===== src/sv/vertex_one_ring_classifier_unit_defines.svh =====
// Assertion macros used by the one-ring classifier sequencer.
`ifndef VERTEX_ONE_RING_CLASSIFIER_UNIT_DEFINES_SVH
`define VERTEX_ONE_RING_CLASSIFIER_UNIT_DEFINES_SVH

// Same-cycle implication, checked on clk out of reset.
`define VORC_ASSERT_NOW(label, ant, con) \
  label: assert property (@(posedge clk) disable iff (!rst_n) (ant) |-> (con)) \
    else $error("vorc check failed");

// Next-cycle implication, checked on clk out of reset.
`define VORC_ASSERT_NEXT(label, ant, con) \
  label: assert property (@(posedge clk) disable iff (!rst_n) (ant) |=> (con)) \
    else $error("vorc check failed");

`endif


===== src/sv/vorc_pkg.sv =====
// Shared constants and types of the vertex one-ring classifier.
`default_nettype none
package vorc_pkg;

  // Vertex and face id width, fixed by the channel fields.
  localparam int IdBits = 32;
  // Default entry store depth.
  localparam int MaxFacesDef = 16;
  // Most results emitted for one vertex, and the counter width for it.
  localparam int ResultCap = 32;
  localparam int ResWidth = $clog2(ResultCap + 1);

  // One kept triangle: face id and the two corners after the center vertex.
  typedef struct packed {
    logic [IdBits-1:0] face;
    logic [IdBits-1:0] first;
    logic [IdBits-1:0] second;
  } vorc_entry_t;

  // Write enables from the sequencer to the store.
  typedef struct packed {
    logic ent_we;
    logic chain_we;
  } vorc_store_ctl_t;

endpackage
`default_nettype wire


===== src/sv/vorc_store.sv =====
// Entry memory and chain-order memory, one write and one registered read each.
`default_nettype none
module vorc_store #(
  parameter int MAX_FACES = vorc_pkg::MaxFacesDef
) (
  input  wire                           clk,
  input  wire vorc_pkg::vorc_store_ctl_t ctl,
  input  wire [$clog2(MAX_FACES)-1:0]   ent_waddr,
  input  wire vorc_pkg::vorc_entry_t    ent_wdata,
  input  wire [$clog2(MAX_FACES)-1:0]   ent_raddr,
  output vorc_pkg::vorc_entry_t         ent_rdata,
  input  wire [$clog2(2*MAX_FACES)-1:0] chain_waddr,
  input  wire [$clog2(MAX_FACES)-1:0]   chain_wdata,
  input  wire [$clog2(2*MAX_FACES)-1:0] chain_raddr,
  output logic [$clog2(MAX_FACES)-1:0]  chain_rdata
);

  localparam int IW = $clog2(MAX_FACES);
  localparam int ChainDepth = 2 * MAX_FACES;

  vorc_pkg::vorc_entry_t ent_mem [MAX_FACES];
  logic [IW-1:0]         chain_mem [ChainDepth];

  // Write and read the entry store
  always_ff @(posedge clk) begin
    if (ctl.ent_we) begin
      ent_mem[ent_waddr] <= ent_wdata;
    end
    ent_rdata <= ent_mem[ent_raddr];
  end

  // Write and read the chain deque
  always_ff @(posedge clk) begin
    if (ctl.chain_we) begin
      chain_mem[chain_waddr] <= chain_wdata;
    end
    chain_rdata <= chain_mem[chain_raddr];
  end

endmodule
`default_nettype wire


===== src/sv/vorc_ctrl.sv =====
// Sequencer: loads entries, chains the fan, classifies and emits results.
`default_nettype none
`include "vertex_one_ring_classifier_unit_defines.svh"
module vorc_ctrl #(
  parameter int MAX_FACES = vorc_pkg::MaxFacesDef
) (
  input  wire                                clk,
  input  wire                                rst_n,
  input  wire [31:0]                         in_center_vertex,
  input  wire [31:0]                         in_face_index,
  input  wire [31:0]                         in_corner_zero,
  input  wire [31:0]                         in_corner_one,
  input  wire [31:0]                         in_corner_two,
  input  wire                                in_face_present,
  input  wire                                in_final_face,
  input  wire                                in_valid,
  output logic                               in_stall,
  output logic [1:0]                         out_vertex_kind,
  output logic [31:0]                        out_face,
  output logic                               out_face_valid,
  output logic [31:0]                        out_neighbor,
  output logic                               out_neighbor_valid,
  output logic                               out_overflow,
  output logic                               out_run_end,
  output logic                               out_valid,
  input  wire                                out_stall,
  output vorc_pkg::vorc_store_ctl_t          st_ctl,
  output logic [$clog2(MAX_FACES)-1:0]       ent_waddr,
  output vorc_pkg::vorc_entry_t              ent_wdata,
  output logic [$clog2(MAX_FACES)-1:0]       ent_raddr,
  input  wire vorc_pkg::vorc_entry_t         ent_rdata,
  output logic [$clog2(2*MAX_FACES)-1:0]     chain_waddr,
  output logic [$clog2(MAX_FACES)-1:0]       chain_wdata,
  output logic [$clog2(2*MAX_FACES)-1:0]     chain_raddr,
  input  wire [$clog2(MAX_FACES)-1:0]        chain_rdata
);

  localparam int IW = $clog2(MAX_FACES);
  localparam int CW = $clog2(MAX_FACES + 1);
  localparam int PW = $clog2(2 * MAX_FACES);
  localparam int RW = vorc_pkg::ResWidth;
  localparam int DW = vorc_pkg::IdBits;

  typedef enum logic [3:0] {
    S_LOAD, S_INIT, S_INIT2, S_ORD, S_CLASS, S_CNT, S_CEMIT,
    S_EMIT_C, S_EMIT_E, S_EMIT_D, S_OUT
  } state_t;

  typedef enum logic [1:0] {
    KIND_UNREF, KIND_SIMPLE, KIND_BORDER, KIND_COMPLEX
  } kind_t;

  state_t           state_r, state_nxt;
  logic [CW-1:0]    cnt_r, cnt_nxt;
  logic             ovf_r, ovf_nxt;
  logic [MAX_FACES-1:0] used_r, used_nxt;
  logic [DW-1:0]    head_r, head_nxt, tail_r, tail_nxt;
  logic [PW-1:0]    hptr_r, hptr_nxt, tptr_r, tptr_nxt;
  logic [CW-1:0]    len_r, len_nxt, left_r, left_nxt;
  logic [CW-1:0]    sc_r, sc_nxt;
  logic             sc_on_r, sc_on_nxt, rd_vld_r, rd_vld_nxt;
  logic [IW-1:0]    rd_idx_r, rd_idx_nxt;
  kind_t            kind_r, kind_nxt;
  logic [RW-1:0]    k_r, k_nxt, total_r, total_nxt, nv_r, nv_nxt;
  logic [DW-1:0]    prev_r, prev_nxt, best_r, best_nxt, fcap_r, fcap_nxt;
  logic             prev_vld_r, prev_vld_nxt, best_vld_r, best_vld_nxt;
  logic             ov_r, ov_nxt, o_fv_r, o_fv_nxt, o_nv_r, o_nv_nxt;
  logic             o_ovf_r, o_ovf_nxt, o_end_r, o_end_nxt;
  kind_t            o_kind_r, o_kind_nxt;
  logic [DW-1:0]    o_face_r, o_face_nxt, o_nb_r, o_nb_nxt;

  logic             in_xfer, out_xfer, hit, scan_last;
  logic [DW-1:0]    sel_first, sel_second, bst, fnow;
  logic             bv;
  logic [RW-1:0]    tsum;

  assign in_xfer  = in_valid && !in_stall;
  assign out_xfer = ov_r && !out_stall;
  assign in_stall = (state_r != S_LOAD);
  assign scan_last = rd_vld_r && (CW'(rd_idx_r) == cnt_r - CW'(1));

  // Find the center among the corners, earliest corner first
  always_comb begin
    hit = 1'b1;
    sel_first = in_corner_one;
    sel_second = in_corner_two;
    if (in_corner_zero == in_center_vertex) begin
      sel_first = in_corner_one;
      sel_second = in_corner_two;
    end else if (in_corner_one == in_center_vertex) begin
      sel_first = in_corner_two;
      sel_second = in_corner_zero;
    end else if (in_corner_two == in_center_vertex) begin
      sel_first = in_corner_zero;
      sel_second = in_corner_one;
    end else begin
      hit = 1'b0;
    end
  end

  // Smallest corner above the last counted or emitted neighbor, folded in per entry
  always_comb begin
    bst = best_r;
    bv = best_vld_r;
    if (rd_vld_r) begin
      if ((!prev_vld_r || ent_rdata.first > prev_r) && (!bv || ent_rdata.first < bst)) begin
        bst = ent_rdata.first;
        bv = 1'b1;
      end
      if ((!prev_vld_r || ent_rdata.second > prev_r) &&
          (!bv || ent_rdata.second < bst)) begin
        bst = ent_rdata.second;
        bv = 1'b1;
      end
    end
    fnow = (rd_vld_r && RW'(rd_idx_r) == k_r) ? ent_rdata.face : fcap_r;
  end

  // Next-state logic
  always_comb begin
    state_nxt = state_r;
    cnt_nxt = cnt_r;
    ovf_nxt = ovf_r;
    used_nxt = used_r;
    head_nxt = head_r;
    tail_nxt = tail_r;
    hptr_nxt = hptr_r;
    tptr_nxt = tptr_r;
    len_nxt = len_r;
    left_nxt = left_r;
    kind_nxt = kind_r;
    k_nxt = k_r;
    total_nxt = total_r;
    nv_nxt = nv_r;
    prev_nxt = prev_r;
    prev_vld_nxt = prev_vld_r;
    best_nxt = best_r;
    best_vld_nxt = best_vld_r;
    fcap_nxt = fcap_r;
    ov_nxt = ov_r;
    o_kind_nxt = o_kind_r;
    o_face_nxt = o_face_r;
    o_fv_nxt = o_fv_r;
    o_nb_nxt = o_nb_r;
    o_nv_nxt = o_nv_r;
    o_ovf_nxt = o_ovf_r;
    o_end_nxt = o_end_r;
    tsum = '0;
    st_ctl = '0;
    ent_waddr = cnt_r[IW-1:0];
    ent_wdata.face = in_face_index;
    ent_wdata.first = sel_first;
    ent_wdata.second = sel_second;
    ent_raddr = sc_r[IW-1:0];
    chain_waddr = hptr_r;
    chain_wdata = rd_idx_r;
    chain_raddr = hptr_r + PW'(k_r);

    // Advance the scan address stream
    sc_nxt = sc_r;
    sc_on_nxt = sc_on_r;
    rd_idx_nxt = rd_idx_r;
    rd_vld_nxt = 1'b0;
    if (sc_on_r) begin
      rd_vld_nxt = 1'b1;
      rd_idx_nxt = sc_r[IW-1:0];
      sc_nxt = sc_r + CW'(1);
      sc_on_nxt = (sc_r != cnt_r - CW'(1));
    end

    case (state_r)
      S_LOAD: begin
        if (in_xfer) begin
          if (in_face_present && hit) begin
            if (cnt_r < CW'(MAX_FACES)) begin
              st_ctl.ent_we = 1'b1;
              cnt_nxt = cnt_r + CW'(1);
            end else begin
              ovf_nxt = 1'b1;
            end
          end
          if (in_final_face) begin
            if (cnt_nxt == '0) begin
              ov_nxt = 1'b1;
              o_kind_nxt = KIND_UNREF;
              o_fv_nxt = 1'b0;
              o_face_nxt = '0;
              o_nv_nxt = 1'b0;
              o_nb_nxt = '0;
              o_ovf_nxt = ovf_nxt;
              o_end_nxt = 1'b1;
              state_nxt = S_OUT;
            end else begin
              state_nxt = S_INIT;
            end
          end
        end
      end
      S_INIT: begin
        // Seed the chain with the first kept entry
        ent_raddr = '0;
        st_ctl.chain_we = 1'b1;
        chain_waddr = PW'(MAX_FACES);
        chain_wdata = '0;
        hptr_nxt = PW'(MAX_FACES);
        tptr_nxt = PW'(MAX_FACES);
        state_nxt = S_INIT2;
      end
      S_INIT2: begin
        head_nxt = ent_rdata.first;
        tail_nxt = ent_rdata.second;
        used_nxt = {{(MAX_FACES-1){1'b0}}, 1'b1};
        len_nxt = CW'(1);
        left_nxt = cnt_r - CW'(1);
        if (cnt_r == CW'(1)) begin
          state_nxt = S_CLASS;
        end else begin
          sc_nxt = '0;
          sc_on_nxt = 1'b1;
          rd_vld_nxt = 1'b0;
          state_nxt = S_ORD;
        end
      end
      S_ORD: begin
        if (rd_vld_r && !used_r[rd_idx_r] &&
            (ent_rdata.second == head_r || ent_rdata.first == tail_r)) begin
          // Place the entry in front or at the back, then rescan while entries are left
          st_ctl.chain_we = 1'b1;
          if (ent_rdata.second == head_r) begin
            chain_waddr = hptr_r - PW'(1);
            hptr_nxt = hptr_r - PW'(1);
            head_nxt = ent_rdata.first;
          end else begin
            chain_waddr = tptr_r + PW'(1);
            tptr_nxt = tptr_r + PW'(1);
            tail_nxt = ent_rdata.second;
          end
          used_nxt[rd_idx_r] = 1'b1;
          len_nxt = len_r + CW'(1);
          left_nxt = left_r - CW'(1);
          rd_vld_nxt = 1'b0;
          if (left_r == CW'(1)) begin
            sc_on_nxt = 1'b0;
            state_nxt = S_CLASS;
          end else begin
            sc_nxt = '0;
            sc_on_nxt = 1'b1;
          end
        end else if (scan_last) begin
          state_nxt = S_CLASS;
        end
      end
      S_CLASS: begin
        k_nxt = '0;
        if (left_r != '0) begin
          kind_nxt = KIND_COMPLEX;
          nv_nxt = '0;
          prev_vld_nxt = 1'b0;
          best_vld_nxt = 1'b0;
          sc_nxt = '0;
          sc_on_nxt = 1'b1;
          state_nxt = S_CNT;
        end else begin
          kind_nxt = (head_r == tail_r) ? KIND_SIMPLE : KIND_BORDER;
          tsum = RW'(len_r) + ((head_r == tail_r) ? RW'(0) : RW'(1));
          total_nxt = (tsum > RW'(vorc_pkg::ResultCap)) ? RW'(vorc_pkg::ResultCap) : tsum;
          state_nxt = S_EMIT_C;
        end
      end
      S_CNT: begin
        // Count distinct neighbors, one ascending step per scan
        best_nxt = bst;
        best_vld_nxt = bv;
        if (scan_last) begin
          if (bv && nv_r + RW'(1) != RW'(vorc_pkg::ResultCap)) begin
            nv_nxt = nv_r + RW'(1);
            prev_nxt = bst;
            prev_vld_nxt = 1'b1;
            best_vld_nxt = 1'b0;
            sc_nxt = '0;
            sc_on_nxt = 1'b1;
          end else begin
            nv_nxt = bv ? nv_r + RW'(1) : nv_r;
            total_nxt = (RW'(cnt_r) > nv_nxt) ? RW'(cnt_r) : nv_nxt;
            prev_vld_nxt = 1'b0;
            best_vld_nxt = 1'b0;
            sc_nxt = '0;
            sc_on_nxt = 1'b1;
            state_nxt = S_CEMIT;
          end
        end
      end
      S_CEMIT: begin
        best_nxt = bst;
        best_vld_nxt = bv;
        fcap_nxt = fnow;
        if (scan_last) begin
          ov_nxt = 1'b1;
          o_kind_nxt = KIND_COMPLEX;
          o_fv_nxt = (k_r < RW'(cnt_r));
          o_face_nxt = (k_r < RW'(cnt_r)) ? fnow : '0;
          o_nv_nxt = (k_r < nv_r);
          o_nb_nxt = (k_r < nv_r) ? bst : '0;
          o_ovf_nxt = ovf_r;
          o_end_nxt = (k_r == total_r - RW'(1));
          prev_nxt = bst;
          prev_vld_nxt = 1'b1;
          state_nxt = S_OUT;
        end
      end
      S_EMIT_C: begin
        if (RW'(len_r) > k_r) begin
          state_nxt = S_EMIT_E;
        end else begin
          // Border tail: neighbor only
          ov_nxt = 1'b1;
          o_kind_nxt = kind_r;
          o_fv_nxt = 1'b0;
          o_face_nxt = '0;
          o_nv_nxt = 1'b1;
          o_nb_nxt = tail_r;
          o_ovf_nxt = ovf_r;
          o_end_nxt = (k_r == total_r - RW'(1));
          state_nxt = S_OUT;
        end
      end
      S_EMIT_E: begin
        ent_raddr = chain_rdata;
        state_nxt = S_EMIT_D;
      end
      S_EMIT_D: begin
        ov_nxt = 1'b1;
        o_kind_nxt = kind_r;
        o_fv_nxt = 1'b1;
        o_face_nxt = ent_rdata.face;
        o_nv_nxt = 1'b1;
        o_nb_nxt = ent_rdata.first;
        o_ovf_nxt = ovf_r;
        o_end_nxt = (k_r == total_r - RW'(1));
        state_nxt = S_OUT;
      end
      S_OUT: begin
        // Hold the result until the transfer, then step or finish
        if (out_xfer) begin
          ov_nxt = 1'b0;
          if (o_end_r) begin
            cnt_nxt = '0;
            ovf_nxt = 1'b0;
            state_nxt = S_LOAD;
          end else begin
            k_nxt = k_r + RW'(1);
            if (kind_r == KIND_COMPLEX) begin
              best_vld_nxt = 1'b0;
              sc_nxt = '0;
              sc_on_nxt = 1'b1;
              state_nxt = S_CEMIT;
            end else begin
              state_nxt = S_EMIT_C;
            end
          end
        end
      end
      default: begin
        state_nxt = S_LOAD;
      end
    endcase
  end

  // State and registered outputs
  always_ff @(posedge clk) begin
    if (!rst_n) begin
      state_r <= S_LOAD;
      cnt_r <= '0;
      ovf_r <= 1'b0;
      sc_on_r <= 1'b0;
      rd_vld_r <= 1'b0;
      ov_r <= 1'b0;
    end else begin
      state_r <= state_nxt;
      cnt_r <= cnt_nxt;
      ovf_r <= ovf_nxt;
      sc_on_r <= sc_on_nxt;
      rd_vld_r <= rd_vld_nxt;
      ov_r <= ov_nxt;
      used_r <= used_nxt;
      head_r <= head_nxt;
      tail_r <= tail_nxt;
      hptr_r <= hptr_nxt;
      tptr_r <= tptr_nxt;
      len_r <= len_nxt;
      left_r <= left_nxt;
      sc_r <= sc_nxt;
      rd_idx_r <= rd_idx_nxt;
      kind_r <= kind_nxt;
      k_r <= k_nxt;
      total_r <= total_nxt;
      nv_r <= nv_nxt;
      prev_r <= prev_nxt;
      prev_vld_r <= prev_vld_nxt;
      best_r <= best_nxt;
      best_vld_r <= best_vld_nxt;
      fcap_r <= fcap_nxt;
      o_kind_r <= o_kind_nxt;
      o_face_r <= o_face_nxt;
      o_fv_r <= o_fv_nxt;
      o_nb_r <= o_nb_nxt;
      o_nv_r <= o_nv_nxt;
      o_ovf_r <= o_ovf_nxt;
      o_end_r <= o_end_nxt;
    end
  end

  assign out_valid = ov_r;
  assign out_vertex_kind = o_kind_r;
  assign out_face = o_face_r;
  assign out_face_valid = o_fv_r;
  assign out_neighbor = o_nb_r;
  assign out_neighbor_valid = o_nv_r;
  assign out_overflow = o_ovf_r;
  assign out_run_end = o_end_r;

  `VORC_ASSERT_NOW(a_out_only_in_out, ov_r, state_r == S_OUT)
  `VORC_ASSERT_NEXT(a_clear_after_run, out_xfer && o_end_r, cnt_r == '0 && !ovf_r)
  `VORC_ASSERT_NOW(a_chain_shorter, state_r == S_ORD, len_r < cnt_r && left_r != '0)
  `VORC_ASSERT_NOW(a_deque_order, state_r == S_ORD || state_r == S_EMIT_C,
                   hptr_r <= tptr_r)

endmodule
`default_nettype wire


===== src/sv/vertex_one_ring_classifier_unit.sv =====
// Vertex one-ring classifier: orders the triangles around one vertex into a fan.
//
// Input channel (in_*): one triangle per transfer; in_final_face marks the last
// one of a vertex. Triangles that do not contain in_center_vertex are dropped,
// and triangles beyond MAX_FACES set the overflow flag of the run.
// Output channel (out_*): one transfer per ordered face and neighbor pair;
// out_run_end marks the last one of the vertex.
// Loading takes the triangles while the input does not stall. After the final
// triangle the chain builder rescans the entry memory, one entry per cycle, once
// per placed face. Each result of a simple or border vertex then passes through
// a chain read, an entry read, an output load and the transfer. For a complex
// vertex a full memory scan counts each distinct neighbor, and another full
// scan finds each sorted neighbor for its result.
// The input stalls from the final triangle until the last result is taken.
// A stalled output holds its result; the block waits on it.
// Reset (synchronous, active low) empties the store and drops any run.
`default_nettype none
module vertex_one_ring_classifier_unit #(
  parameter int MAX_FACES = vorc_pkg::MaxFacesDef
) (
  input  wire         clk,
  input  wire         rst_n,
  input  wire  [31:0] in_center_vertex,
  input  wire  [31:0] in_face_index,
  input  wire  [31:0] in_corner_zero,
  input  wire  [31:0] in_corner_one,
  input  wire  [31:0] in_corner_two,
  input  wire         in_face_present,
  input  wire         in_final_face,
  input  wire         in_valid,
  output logic        in_stall,
  output logic [1:0]  out_vertex_kind,
  output logic [31:0] out_face,
  output logic        out_face_valid,
  output logic [31:0] out_neighbor,
  output logic        out_neighbor_valid,
  output logic        out_overflow,
  output logic        out_run_end,
  output logic        out_valid,
  input  wire         out_stall
);

  localparam int IW = $clog2(MAX_FACES);
  localparam int PW = $clog2(2 * MAX_FACES);

  vorc_pkg::vorc_store_ctl_t st_ctl;
  vorc_pkg::vorc_entry_t     ent_wdata, ent_rdata;
  logic [IW-1:0]             ent_waddr, ent_raddr, chain_wdata, chain_rdata;
  logic [PW-1:0]             chain_waddr, chain_raddr;

  // Sequencer
  vorc_ctrl #(.MAX_FACES(MAX_FACES)) u_ctrl (
    .clk(clk), .rst_n(rst_n),
    .in_center_vertex(in_center_vertex), .in_face_index(in_face_index),
    .in_corner_zero(in_corner_zero), .in_corner_one(in_corner_one),
    .in_corner_two(in_corner_two), .in_face_present(in_face_present),
    .in_final_face(in_final_face), .in_valid(in_valid), .in_stall(in_stall),
    .out_vertex_kind(out_vertex_kind), .out_face(out_face),
    .out_face_valid(out_face_valid), .out_neighbor(out_neighbor),
    .out_neighbor_valid(out_neighbor_valid), .out_overflow(out_overflow),
    .out_run_end(out_run_end), .out_valid(out_valid), .out_stall(out_stall),
    .st_ctl(st_ctl), .ent_waddr(ent_waddr), .ent_wdata(ent_wdata),
    .ent_raddr(ent_raddr), .ent_rdata(ent_rdata),
    .chain_waddr(chain_waddr), .chain_wdata(chain_wdata),
    .chain_raddr(chain_raddr), .chain_rdata(chain_rdata)
  );

  // Entry and chain memories
  vorc_store #(.MAX_FACES(MAX_FACES)) u_store (
    .clk(clk), .ctl(st_ctl),
    .ent_waddr(ent_waddr), .ent_wdata(ent_wdata),
    .ent_raddr(ent_raddr), .ent_rdata(ent_rdata),
    .chain_waddr(chain_waddr), .chain_wdata(chain_wdata),
    .chain_raddr(chain_raddr), .chain_rdata(chain_rdata)
  );

endmodule
`default_nettype wire


===== config.mk =====
export PLATFORM = sky130hd
export DESIGN_NAME = vertex_one_ring_classifier_unit
export DESIGN_NICKNAME = d
export VERILOG_FILES = /design/src/sv/vorc_pkg.sv /design/src/sv/vorc_store.sv /design/src/sv/vorc_ctrl.sv /design/src/sv/vertex_one_ring_classifier_unit.sv
export VERILOG_INCLUDE_DIRS = /design/src /design/src/sv
export SDC_FILE = /design/constraint.sdc
export NUM_CORES = 2
export LEC_CHECK = 0
export BUFFER_PORTS_ARGS = -buffer_cell sky130_fd_sc_hd__buf_4
export CAP_MARGIN = 20
export CORE_MARGIN = 4
export CORE_UTILIZATION = 62
export DETAILED_ROUTE_END_ITERATION = 7
export GPL_TIMING_DRIVEN = 1
export HOLD_SLACK_MARGIN = 0.02
export PLACE_DENSITY = 0.79
export SLEW_MARGIN = 25
export SYNTH_ARGS = -nofsm -noshare
export SYNTH_HDL_FRONTEND = slang
export SYNTH_SLANG_ARGS = --single-unit

===== constraint.sdc =====
create_clock -name clk -period 9.6 [get_ports clk]
set_input_delay 1.92 -clock clk [delete_from_list [all_inputs] [get_ports clk]]
set_output_delay 1.92 -clock clk [all_outputs]
set_load 0.02 [all_outputs]

Word level (Yosys, flattened, before mapping)
Memory sizes are Yosys's and may differ from the RTL's. A register that Yosys moved wholly into a read port is not among the register bits.
Cells that the tools add are included.
{ "word_totals": {"word_cells": 336, "output_inout_bits": 72, "in_bits": 166, "reg_bits": 310, "mem_count": 2, "ramBits": 1664} }
{ "classes": {"eq_ne": 43, "n_bitwise": 1, "n_reduce_logical": 56, "mux": 179, "n_lt_le_gt_ge": 12, "addsub": 12} }
{ "memory_table": {"columns": ["memory", "depth", "word_bits", "read_ports", "rd_clocked_by_memory_dff", "wr", "line_no", "source"], "rows": [
  ["u_store.ent_mem", 16, 96, 1, 1, 1, "vorc_store.sv:21", "vorc_pkg::vorc_entry_t ent_mem [MAX_FACES];"],
  ["u_store.chain_mem", 32, 4, 1, 1, 1, "vorc_store.sv:22", "logic [IW-1:0] chain_mem [ChainDepth];"]
]} }
{ "op_table": {"columns": ["op", "count"], "rows": [
  ["2-to-1 mux 32 bit", 27],
  ["one-hot mux 32 bit (4 select lines)", 2],
  ["== test 32 bit", 6],
  ["one-hot mux 32 bit (2 select lines)", 3],
  ["2-to-1 mux 5 bit", 24],
  ["2-to-1 mux 6 bit", 11],
  ["> comparator 32 bit", 2],
  ["< comparator 32 bit", 2],
  ["2-to-1 mux 1 bit", 63],
  ["one-hot mux 5 bit (2 select lines)", 6],
  ["2-to-1 mux 4 bit", 12],
  ["one-hot mux 4 bit (11 select lines)", 1],
  ["one-hot mux 6 bit (2 select lines)", 3],
  ["one-hot mux 16 bit (2 select lines)", 1],
  ["AND reduction 4 bit", 7],
  ["one-hot mux 5 bit (5 select lines)", 1],
  ["inequality test 2 x 1 -> 1 bit, second input constant", 11],
  ["adder 5 x 1 -> 5 bit, second input constant", 4],
  ["one-hot mux 1 bit (4 select lines)", 5],
  ["== test 4 x 3 -> 1 bit, second input constant", 4],
  ["2-to-1 mux 16 bit", 1],
  ["2-to-1 mux 2 bit", 8],
  ["OR 16 bit", 1],
  ["AND reduction 5 bit", 3],
  ["48 further kinds", 95]
]} }

Logic depth before layout (Yosys ltp)
{ "depth": {"ltp_word": 16, "mapped_depth": 22, "depth_no_buf": 20} }

Hierarchy
From an unflattened synthesis, not the netlist that was laid out.
{ "unflattened": {"cells_unflattened": 4575, "hier_area_um2": 86631.8} }
{ "by_module_without_submodules": {"columns": ["mod", "area_per_inst_um2", "n_inst", "seq_area_each_um2", "cells_each"], "rows": [
  ["vorc_store", 64564.4, 1, 51969.8, 2474],
  ["vorc_ctrl", 22067.4, 1, 9178.8, 2101]
]} }

Worst setup path before layout
OpenSTA, ideal clock, no wires.
{ "synth_path": {"path_kind": "input -> register", "startpoint": "in in_center_vertex[19]", "endpoint": "mem u_store.ent_mem[15][0] (netlist bit), enable pin", "path_buffers": 0, "path_stages": 8, "t_required_ns": 9.048, "setup_ns": 0.552, "setup_slack_ns": 1.561, "arrival_time_ns": 7.487, "path_cell_list": "xnor2_1 > nand4_1 > nor4_1 > nand2_1 > a31o_2 > nor3_1 > nand2_1 > nor2_1"} }
{ "synth_between": {"elab_chain_len": 10, "word_cells_on_any_way": 12, "classes_between": "eq/ne (3); mux (8); reduce/logical (1)"} }
{ "synth_rtl": {"columns": ["element", "line_no", "source"], "rows": [
  ["from (decl)", "vertex_one_ring_classifier_unit.sv:23", "input wire [31:0] in_center_vertex,"],
  ["== test 32 bit", "vorc_ctrl.sv:93", "end else if (in_corner_two == in_center_vertex) begin"],
  ["2-to-1 mux 1 bit", "vorc_ctrl.sv:93", null],
  ["2-to-1 mux 1 bit", "vorc_ctrl.sv:90", "end else if (in_corner_one == in_center_vertex) begin"],
  ["2-to-1 mux 1 bit (*)", "vorc_ctrl.sv:87", "if (in_corner_zero == in_center_vertex) begin"],
  ["logical AND 1 bit (*)", "vorc_ctrl.sv:174", "if (in_face_present && hit) begin"],
  ["2-to-1 mux 1 bit (*)", "vorc_ctrl.sv:174", null],
  ["2-to-1 mux 1 bit (*)", "vorc_ctrl.sv:173", "if (in_xfer) begin"],
  ["2-to-1 mux 1 bit (*)", "vorc_ctrl.sv:171", "case (state_r)"],
  ["2-to-1 mux 1 bit (*)", "vorc_store.sv:26", "if (ctl.ent_we) begin"],
  ["2-to-1 mux 1 bit (implied by the code) (*)", "vorc_store.sv:27", "ent_mem[ent_waddr] <= ent_wdata;"],
  ["to (decl)", "vorc_store.sv:21", null]
]} }
Mark *: on every way between the ends. The rest lies on a longest branch, timed or not.

Worst setup path in the final report
{ "layout_path": {"startpoint": "in in_center_vertex[3]", "endpoint": "mem u_store.ent_mem[7][92] (netlist bit), enable pin"} }
The elaborated chain is that of the path after synthesis.

==> impl_metrics.tcl <==
set metrics [dict create \
    wl_per_cell_microns 33.0 \
    hp-class "reg -> reg" \
    required_ns 10.06 \
    grt_pass1_vias 50200 \
    drcViolationCount 0 \
    worstSetupEndpointType "flip-flop" \
    post-route-min-period_ns 7.32 \
    fill_cells 8242 \
    rows 137 \
    hold-worst-slack_ns 0.496 \
    ys_ff_latch 2074 \
    crit_fanout 26 \
    internal_power_uw 19100 \
    grt_max_degree 154 \
    slew_viol_final 0 \
    crit_top_cell "buf_4" \
    largest_register "u_store.ent_mem" \
    reg_top3 "u_store.ent_mem x1536, u_store.chain_mem x128, u_store.ent_rdata x96" \
    die_h_microns 382 \
    synth.avg_cell_area_sq_um 17.5 \
    post-synth-top-area-cell "edfxtp_1" \
    drtIter0Drc 7239 \
    ant_nets 0 \
    p_per_area_nw_per_um2 293 \
    groute.usage.overall_pct 33.4 \
    holdPathEnd "u_ctrl.ovf_r" \
    clock_sinks 2074 \
    path_cells "buf_4, xnor2_2, nand4_1, nor4_2, buf_4, nand2_1, a31o_2, nor3_1, nand2_1, nor2_4, buf_4" \
    synth_xor_area_share_pct 2.49 \
    final_layout_size_suffix_gt1_share_pct 22.8 \
    status "completed" \
    start_util_pct 62.3 \
    hp-start "u_ctrl.ovf_r" \
    yosys.area_share.adder_pct 2.38 \
    clkPwrFrac_pct 27.9 \
    overflow 0 \
    critPathArrivalTime_ns 7.79 \
    htree_levels 4 \
    layout.nets 5636 \
    reg2reg_depth 20 \
    slowest_stage "nand4_1" \
    boundaryPins 238 \
    place_area_sq_um 91800 \
    clk_pin_slew_ns 0.07 \
    syn_to_final_growth_pct 13.5 \
    fin_crit_sh_pct 76.3 \
    grt_pass1_wl_microns 353000 \
    setup_tns_ns 0 \
    switching_share_pct 33.7 \
    synth_top_family_by_area "multiplexers" \
    synth.most_common_cell "edfxtp_1" \
    synth_edf_count 1961 \
    synth_compound_area_share_pct 4.75 \
    synthArstFlopShare_pct 0 \
    core_area_sq_um 139000 \
    combPwrFrac_pct 33.7 \
    ys_types 73 \
    synthSimpleGateAreaFrac_pct 4.54 \
    synth-main-ff-cell "edfxtp_1" \
    irDropWorstVdd_mv 0.391 \
    worst_pin_slew_ns 1.16 \
    rsz0062_at_grt "no" \
    fin_ws_ns 2.28 \
    max_freq_ghz 0.137 \
    gp_congestion 0.990 \
    finalHoldViolCount 0 \
    cap_violations 0 \
    dp_hpwl_microns 147000 \
    synthTopCellsByArea "edfxtp_1 68%, mux4_2 11%, dfxtp_1 2.6%, ha_1 2.4%, xnor2_1 2.2%" \
    synthCells 4965 \
    max-slew-margin-rel_pct 22.3 \
    startpoint_type "input port" \
    post-route-cell-area_sq_um 98600 \
    hold_buffers 0 \
    rrSetupSlack_ns 2.72 \
    io_buffers 237 \
    top_usage_layer "met2" \
    insertion_delay_ns 0.85 \
    r2r_start "u_store.ent_rdata[57]" \
    clock_path_buffers 3 \
    cts_setup_buffers 0 \
    netlist_area_sq_um 86900 \
    switching_power_uw 9740 \
    antenna_found_initial 20 \
    die_area_sq_um 146000 \
    yosysTopAreaCellShare_pct 67.8 \
    synth_mux_area_share_pct 13.7 \
    syn_nets 5296 \
    cts-buffers-inserted 197 \
    gr-usage-met1_pct 45.8 \
    crit_type "in -> reg" \
    routed_wl_microns 243000 \
    finClkSkew_ns 0.0575 \
    largest_reg_flops 1536 \
    firstDrtPassIters 8 \
    routed_via_density 6.84 \
    met2_usage_pct 52.0 \
    fp.dieW_microns 382 \
    yosysWarnings 0 \
    whs_path_depth 2 \
    synth_common_cells "1,961 x edfxtp_1, 429 x mux4_2, 362 x nand2_1, 214 x xnor2_1, 184 x clkbuf_1" \
    place_ws_ns 1.98 \
    cts_tree "built" \
    cts_resized 0 \
    power.leakage_uw 0.0332 \
    max_stage_delay_ns 0.95 \
    dr_total_vias 50300 \
    ys_seq_area_share_pct 70.4 \
    r2r-end "u_ctrl.out_neighbor[28]" \
    setup_viol 0 \
    grt_util_met3_pct 9.98 \
    p_seq_share_pct 38.4 \
    power_uw 28900 \
    cts_root_buf "clkbuf_16" \
]
==> kinds of logic (layout without fill, tap and decap cells) <==
| logic type | Yosys count | count (layout) |
|---|---|---|
| other | 0 | 7 |
| AOI/OAI and AO/OA | 612 | 612 |
| DFF | 2074 | 2074 |
| buffers and inverters | 388 | 901 |
| and+or+nand+nor | 846 | 846 |
| xor gates and xnor gates | 247 | 247 |
| muxes | 633 | 633 |
| adders and majority gates | 165 | 165 |
==> routing by layer <==
layer | part of all wire [%] | vias to the layer above | wire, microns
met5 | 0.032 | - | 77
met4 | 3.9 | 10 | 9440
met3 | 13 | 537 | 32100
met2 | 47 | 3678 | 115000
met1 | 36 | 25600 | 86400
li1 | - | 20500 | -
==> power groups by stage <==
stage,Sequential [uW],Clock [uW],Combinational (uW)
floorplan,11000,0,6540
finish,11100,8040,9730
global placement,11200,0,9270
CTS,11100,8090,9640
global route,11100,8530,10300
detailed placement,11200,0,9420
==> worst max path at each step <==
stage	start	to	slack, ns	depth (start not counted)
CTS	in_center_vertex[3]	u_store.ent_mem[7][92]	2.81	11
floorplan	in_center_vertex[19]	u_store.ent_mem[15][0]	1.56	8
finish	in_center_vertex[3]	u_store.ent_mem[7][92]	2.28	11
global route	in_center_vertex[3]	u_store.ent_mem[7][95]	2.24	11
detailed placement	in_center_vertex[3]	u_store.ent_mem[7][90]	1.98	11
global placement	in_center_vertex[3]	u_store.ent_mem[7][90]	0.58	10
==> placed cells by master, fill, tap and decap left out, types with 10 or more instances in the layout <==
cell,instances
nand2_1,360
ha_1,163
mux2i_1,136
clkinv_2,39
mux4_2,429
nand3_1,30
nand4_1,80
xor2_1,33
nor2_4,21
and2_1,104
clkbuf_8,15
dfxtp_1,112
nor2_1,138
a31oi_1,107
mux2_4,31
mux2_2,37
clkbuf_16,201
a222oi_1,31
buf_12,25
edfxtp_1,1961
a211oi_1,110
o21a_1,10
nor2b_1,23
buf_4,365
o21ai_0,99
o21ai_1,41
a21o_1,13
nor3_1,25
a21oi_1,80
clkbuf_1,43
xnor2_1,212
inv_1,134
and3_1,10
a32o_1,32
bufinv_16,22
nor4_1,17
o21ai_2,10
clkinv_1,29
==> stage by stage <==
step / std cells / util [%]
after detailed placement: 6981 / 65.9
after global placement: 6979 / 65.8
final: 7361 / 70.8
after floorplan: 4965 / -
after global routing: 7354 / 70.8
after CTS: 7353 / 70.7
==> cell type report <==
class | instances | area, sq um | share of cell area (%)
multi-input combinational | 2503 | 24600 | 24.9
timing repair buffer | 392 | 3280 | 3.33
tap | 1876 | 2350 | 2.38
clock inverter | 113 | 1350 | 1.37
antenna | 7 | 17.5 | 0.0178
clock buffer | 259 | 5400 | 5.47
inverter | 137 | 514 | 0.521
sequential | 2074 | 61100 | 62.0
==> worst max-delay path: cells and delay by family <==
family / cells / cell delay (ns)
AOI/OAI and AO/OA: 1 / 0.35
xor gates and xnor gates: 1 / 0.75
buffers and inverters: 3 / 0.95
and+or+nand+nor: 6 / 3.76
Power figures use the tool's default switching activity.
